==> config.mk <==
export PLATFORM = sky130hd
export DESIGN_NAME = direct_mapped_cache_tag_lookup
export DESIGN_NICKNAME = d
export VERILOG_FILES = /design/src/hdl/dmc_pkg.sv /design/src/hdl/direct_mapped_cache_tag_lookup.sv /design/src/hdl/dmc_ram.sv /design/src/hdl/dmc_ctrl.sv /design/src/hdl/dmc_datapath.sv
export SDC_FILE = /design/constraint.sdc
export NUM_CORES = 2
export LEC_CHECK = 0
export BUFFER_PORTS_ARGS = -buffer_cell sky130_fd_sc_hd__buf_2
export CAP_MARGIN = 20
export CORE_MARGIN = 1
export CORE_UTILIZATION = 45
export CTS_CLUSTER_DIAMETER = 30
export DETAILED_ROUTE_END_ITERATION = 8
export PLACE_DENSITY = 0.63
export SYNTH_ARGS = -nofsm -noshare
export SYNTH_HDL_FRONTEND = slang
export SYNTH_SLANG_ARGS = --single-unit
==> constraint.sdc <==
create_clock -name clk -period 8.7 [get_ports clk]
set_input_delay 0.435 -clock clk [delete_from_list [all_inputs] [get_ports clk]]
set_output_delay 0.435 -clock clk [all_outputs]
set_load 0.005 [all_outputs]
==> src/hdl/dmc_pkg.sv <==
// Package for the direct-mapped cache tag lookup.
// Holds the geometry constants, the controller state type and the command struct.
// No dependencies.
`timescale 1ns / 1ps

package dmc_pkg;

	localparam int ADDR_BITS  = 32;
	localparam int NUM_LINES  = 128;
	localparam int LINE_BYTES = 32;
	localparam int OFF_BITS   = $clog2(LINE_BYTES);
	localparam int IDX_BITS   = $clog2(NUM_LINES);
	localparam int BLK_BITS   = ADDR_BITS - OFF_BITS;
	localparam int TAG_BITS   = BLK_BITS - IDX_BITS;
	localparam int CNT_BITS   = 32;

	typedef enum logic [0:0] {
		ST_IDLE,
		ST_LOOKUP
	} dmc_state_t;

	// Commands from the controller to the datapath.
	typedef struct packed {
		logic accept;   // capture the request and start the tag read
		logic resolve;  // compare, update the line and the counters
	} dmc_cmd_t;

endpackage

==> src/hdl/direct_mapped_cache_tag_lookup.sv <==
// Direct-mapped cache tag lookup, top level.
// An accepted request resolves in LOOKUP, and done then strobes its registered result.
// No new request is taken in LOOKUP (busy) while the last one is resolved.
// Results are shown for one cycle and cannot be stalled by the receiver.
// Reset clears all valid bits and both counters at once; the tag RAM is not cleared.
// Depends on dmc_pkg, dmc_ctrl and dmc_datapath.
`timescale 1ns / 1ps

module direct_mapped_cache_tag_lookup
	import dmc_pkg::*;
(
	input  logic                 clk,
	input  logic                 arst_n,
	input  logic                 start,
	output logic                 busy,
	input  logic [ADDR_BITS-1:0] address,
	output logic                 done,
	output logic [OFF_BITS-1:0]  byte_offset,
	output logic [BLK_BITS-1:0]  block_number,
	output logic [IDX_BITS-1:0]  line_index,
	output logic [TAG_BITS-1:0]  tag_value,
	output logic                 is_miss,
	output logic                 is_replacement,
	output logic [TAG_BITS-1:0]  evicted_tag,
	output logic [CNT_BITS-1:0]  hit_total,
	output logic [CNT_BITS-1:0]  miss_total
);

	dmc_cmd_t cmd;

	dmc_ctrl u_ctrl (
		.clk    (clk),
		.arst_n (arst_n),
		.start  (start),
		.busy   (busy),
		.done   (done),
		.cmd    (cmd)
	);

	dmc_datapath u_datapath (
		.clk            (clk),
		.arst_n         (arst_n),
		.cmd            (cmd),
		.address        (address),
		.byte_offset    (byte_offset),
		.block_number   (block_number),
		.line_index     (line_index),
		.tag_value      (tag_value),
		.is_miss        (is_miss),
		.is_replacement (is_replacement),
		.evicted_tag    (evicted_tag),
		.hit_total      (hit_total),
		.miss_total     (miss_total)
	);

endmodule

==> src/hdl/dmc_ram.sv <==
// Generic single-write, single-read RAM with registered read data.
// No dependencies.
`timescale 1ns / 1ps

module dmc_ram #(
	parameter int WIDTH = 8,
	parameter int DEPTH = 16
) (
	input  logic                     clk,
	input  logic                     wr_en,
	input  logic [$clog2(DEPTH)-1:0] wr_addr,
	input  logic [WIDTH-1:0]         wr_data,
	input  logic                     rd_en,
	input  logic [$clog2(DEPTH)-1:0] rd_addr,
	output logic [WIDTH-1:0]         rd_data
);

	logic [WIDTH-1:0] mem_q [DEPTH];

	always_ff @(posedge clk) begin
		if (wr_en) begin
			mem_q[wr_addr] <= wr_data;
		end
		if (rd_en) begin
			rd_data <= mem_q[rd_addr];
		end
	end

endmodule

==> src/hdl/dmc_ctrl.sv <==
// Controller state machine for the cache tag lookup.
// Depends on dmc_pkg.
`timescale 1ns / 1ps

module dmc_ctrl
	import dmc_pkg::*;
(
	input  logic      clk,
	input  logic      arst_n,
	input  logic      start,
	output logic      busy,
	output logic      done,
	output dmc_cmd_t  cmd
);

	dmc_state_t state_q, state_d;
	logic       done_q;

	always_ff @(posedge clk or negedge arst_n) begin
		if (!arst_n) begin
			state_q <= ST_IDLE;
			done_q  <= 1'b0;
		end else begin
			state_q <= state_d;
			done_q  <= cmd.resolve;
		end
	end

	always_comb begin
		state_d     = state_q;
		cmd.accept  = 1'b0;
		cmd.resolve = 1'b0;
		busy        = 1'b0;
		case (state_q)
			ST_IDLE: begin
				if (start) begin
					cmd.accept = 1'b1;
					state_d    = ST_LOOKUP;
				end
			end
			ST_LOOKUP: begin
				// The stored tag is on the RAM output in this cycle.
				busy        = 1'b1;
				cmd.resolve = 1'b1;
				state_d     = ST_IDLE;
			end
			default: begin
				state_d = ST_IDLE;
			end
		endcase
	end

	assign done = done_q;

endmodule

==> src/hdl/dmc_datapath.sv <==
// Datapath for the cache tag lookup: address split, valid bits, tag RAM, counters.
// Depends on dmc_pkg and dmc_ram.
`timescale 1ns / 1ps

module dmc_datapath
	import dmc_pkg::*;
(
	input  logic                clk,
	input  logic                arst_n,
	input  dmc_cmd_t            cmd,
	input  logic [ADDR_BITS-1:0] address,
	output logic [OFF_BITS-1:0] byte_offset,
	output logic [BLK_BITS-1:0] block_number,
	output logic [IDX_BITS-1:0] line_index,
	output logic [TAG_BITS-1:0] tag_value,
	output logic                is_miss,
	output logic                is_replacement,
	output logic [TAG_BITS-1:0] evicted_tag,
	output logic [CNT_BITS-1:0] hit_total,
	output logic [CNT_BITS-1:0] miss_total
);

	logic [ADDR_BITS-1:0] addr_q;
	logic [NUM_LINES-1:0] valid_q;
	logic [CNT_BITS-1:0]  hit_cnt_q;
	logic [CNT_BITS-1:0]  miss_cnt_q;
	logic                 miss_q;
	logic                 repl_q;
	logic [TAG_BITS-1:0]  evicted_q;

	logic [IDX_BITS-1:0]  idx;
	logic [TAG_BITS-1:0]  tag;
	logic [TAG_BITS-1:0]  stored_tag;
	logic                 line_valid;
	logic                 miss;
	logic                 repl;

	assign idx        = addr_q[OFF_BITS +: IDX_BITS];
	assign tag        = addr_q[ADDR_BITS-1 -: TAG_BITS];
	assign line_valid = valid_q[idx];
	assign miss       = !line_valid || (stored_tag != tag);
	assign repl       = line_valid && (stored_tag != tag);

	dmc_ram #(
		.WIDTH (TAG_BITS),
		.DEPTH (NUM_LINES)
	) u_tag_ram (
		.clk     (clk),
		.wr_en   (cmd.resolve && miss),
		.wr_addr (idx),
		.wr_data (tag),
		.rd_en   (cmd.accept),
		.rd_addr (address[OFF_BITS +: IDX_BITS]),
		.rd_data (stored_tag)
	);

	always_ff @(posedge clk) begin
		if (cmd.accept) begin
			addr_q <= address;
		end
		if (cmd.resolve) begin
			miss_q    <= miss;
			repl_q    <= repl;
			evicted_q <= repl ? stored_tag : '0;
		end
	end

	always_ff @(posedge clk or negedge arst_n) begin
		if (!arst_n) begin
			valid_q    <= '0;
			hit_cnt_q  <= '0;
			miss_cnt_q <= '0;
		end else if (cmd.resolve) begin
			valid_q[idx] <= 1'b1;
			// Both counters stick at all ones.
			if (miss) begin
				if (miss_cnt_q != '1) begin
					miss_cnt_q <= miss_cnt_q + 1'b1;
				end
			end else if (hit_cnt_q != '1) begin
				hit_cnt_q <= hit_cnt_q + 1'b1;
			end
		end
	end

	assign byte_offset    = addr_q[OFF_BITS-1:0];
	assign block_number   = addr_q[ADDR_BITS-1:OFF_BITS];
	assign line_index     = idx;
	assign tag_value      = tag;
	assign is_miss        = miss_q;
	assign is_replacement = repl_q;
	assign evicted_tag    = evicted_q;
	assign hit_total      = hit_cnt_q;
	assign miss_total     = miss_cnt_q;

endmodule

==> results.txt <==
commonest non-fill, non-tap cell in the layout - edfxtp_1
startpoint type of the worst setup path - register
crit path time final - 4.78 ns
setup_tns - 0 ns
gpl congestion - 0.851
pins over their slew limit - 57
1st-pass router iterations - 5
Num CTS Buffers - 496
status - finished, violations left
dpl cells - 7938
Die H - 494 µm
max cap viols - 0
Slew headroom - -6.01%
sequential element share of the synthesized area - 76.9%
Root Buffer - clkbuf_16
port bufs - 181
DP HPWL - 166 mm
Setup Buffers After CTS - 0
antenna-violating nets left - 0
Setup crit end kind - register
Final nets - 5338
largest net degree at the start of global routing - 149
switching portion of total power - 21.2%
mapped cell area - 109000 µm²
row count - 180
Most used DFF post-synth - edfxtp_1
via count - 53600
Starting Density - 45.3%
Final Cycle Share - 55.0%
Slew @ Worst Pin - 1.59 ns
cell internal pwr - 28800 µW
vias in the first global route - 53600
Finished Layout Cells - 8917
cell count after synthesis - 4674
Psw - 7740 µW
critical path arrival - 5.51 ns
path category of the worst min-delay check - input pin to register
via/cell ratio - 6.01
clock sinks - 2828
DIE WIDTH - 494 µm
Req. time, crit path - 9.42 ns
layout cells sized above 1 - 39.0%
Hold Buf Count CTS - 28
Synth cell types - 63
Clock Power Share - 54.1%
htree depth - 5
1st-iter DRT viols - 7091
setup violators final - 0
initial antenna violation count - 34
later-pin clock latency in the skew report - 1.02 ns
Core ar. - 241000 µm²
Fill cells - 17300
Fin Clk Skew - 0.0782 ns
Max clock buf depth - 4
fmax - 0.209 GHz
drt wl/cell - 32.1 µm
Synth Register Bits - 2828
Post-CTS Resized - 0
syn nets - 4711
DRC - 0
RSZ-0062 raised after global routing - false
CTS tree - built
share of synthesized registers carrying an async set or reset - 6.86%
CTS clk-pin slew, worst paths - 0.05 ns
CP max FO - 31
failing checks - max-slew violations
Pwr Density - 274 nW/µm²
gr ovfl total - 0
combinational share of power - 4.4%
Worst VDD drop - 0.205 mV
most frequent cells in the layout - edfxtp_1, mux4_2, clkbuf_16
drt total wl - 286 mm
Seq pwr share - 41.4%
first-pass GRT wire length - 405 mm
Post-synth EDFFs - 2634
synthesized area per cell - 23.4 µm²
total track usage - 23.5%
yosys warns - 0
die area - 245000 µm²
Static Leak - 0.0445 µW
Hold Violations, Final - 0
flop2flop setup slack - 3.92 ns
Area Overhead vs Synth - 22.2%
critical path class - register to register
Ports - 182
-- critical path, stage by stage (launching register included) --
cell,delay [ns]
edfxtp_1,0.35
buf_4,0.41
nor2b_1,0.54
a221o_1,0.26
a21oi_1,0.08
o311ai_1,0.44
o21ai_4,0.21
nor3_2,0.75
nand2b_2,0.44
buf_4,0.46
nor2_2,0.26
buf_8,0.25
-- cells in the mapped netlist, drive strengths merged, types with 7 or more instances --
cell type	count	share of area [%]
o21bai	64	0.44
and3	35	0.20
nor4	10	0.10
a21oi	7	0.032
nand3	35	0.16
dfrtp	194	4.4
a21o	62	0.43
nand2b	11	0.063
mux2i	23	0.21
xnor2	49	0.39
edfxtp	2634	72
mux2	29	0.30
xor2	32	0.26
nand2	46	0.16
buf	136	0.76
and4	7	0.056
clkbuf	155	0.53
inv	17	0.058
or2	8	0.046
mux4	854	18
nand4	19	0.11
nor2	166	0.57
and2	10	0.057
nor3	16	0.078
a22oi	7	0.048
-- final cells by class --
type,instances,area [µm²],area share (%)
clock inverters,359,4380,3.29
flip-flops and latches,2828,84000,63.0
well taps,3185,3990,2.99
clock buffers,555,12900,9.66
inverters,17,63.8,0.0479
multi-input cells,1538,24100,18.1
repair buffers,420,3950,2.96
diodes,15,37.5,0.0282
-- worst paths after layout --
| check | from | endpoint | depth (start not counted) |
|---|---|---|---|
| worst max-delay path | u_datapath.addr_q[6] | u_datapath.u_tag_ram.mem_q[36][18] | 11 |
| max in group asynchronous | arst_n | u_datapath.valid_q[48] | 4 |
| worst max register to register | u_datapath.addr_q[6] | u_datapath.u_tag_ram.mem_q[36][18] | 11 |
| min in group asynchronous | arst_n | u_datapath.miss_total[2] | 2 |
| worst min register to register | u_datapath.valid_q[122] | u_datapath.valid_q[122] | 2 |
| worst min-delay path | address[9] | u_datapath.addr_q[9] | 1 |
-- power by group through the flow --
stage | combinational (µW) | clock (µW) | sequential, µW
after global placement | 1600 | 0 | 15400
after detailed placement | 1620 | 0 | 15400
final | 1620 | 19800 | 15100
after CTS | 1640 | 20000 | 15100
after global routing | 1700 | 20600 | 15100
after floorplan | 831 | 0 | 15400
-- per-layer routing --
metal	vias up	wire (µm)	share of wire, %	GRT usage [%]
met5	-	72	0.025	0
met4	12	6870	2.4	6.54
met3	384	28400	9.9	5.50
met2	2871	132000	46	35.1
met1	29100	119000	41	34.8
li1	21300	-	-	-
-- flip-flops by register name (all words and copies together) (netlist names) --
name	flops
u_ctrl.done	1
u_datapath.addr_q	32
u_ctrl.state_q	1
u_datapath.u_tag_ram.rd_data	20
u_datapath.is_miss	1
u_datapath.is_replacement	1
u_datapath.hit_total	32
u_datapath.valid_q	128
u_datapath.evicted_tag	20
u_datapath.miss_total	32
u_datapath.u_tag_ram.mem_q	2560
-- per-stage QoR --
stage	area (µm²)	total power [µW]	hold WS [ns]	setup WS, ns	utilization [%]
detailed placement	115000	17000	0.436	3.98	47.9
finish	133000	36500	0.0103	3.92	55.4
global placement	114000	17000	0.432	3.85	47.5
floorplan	109000	16300	0.139	4.21	-
CTS	133000	36700	0.00752	3.93	55.2
global route	133000	37400	-0.000830	3.75	55.4
-- cells by family after synthesis --
group | count (synthesis) | synth area share, %
mux | 906 | 18.1
fa+ha+maj | 2 | 0.0229
buf+inv | 308 | 1.35
flops | 2828 | 76.9
simple gates | 376 | 1.70
compound gates | 173 | 1.22
xor+xnor | 81 | 0.650
Power figures use the tool's default switching activity.
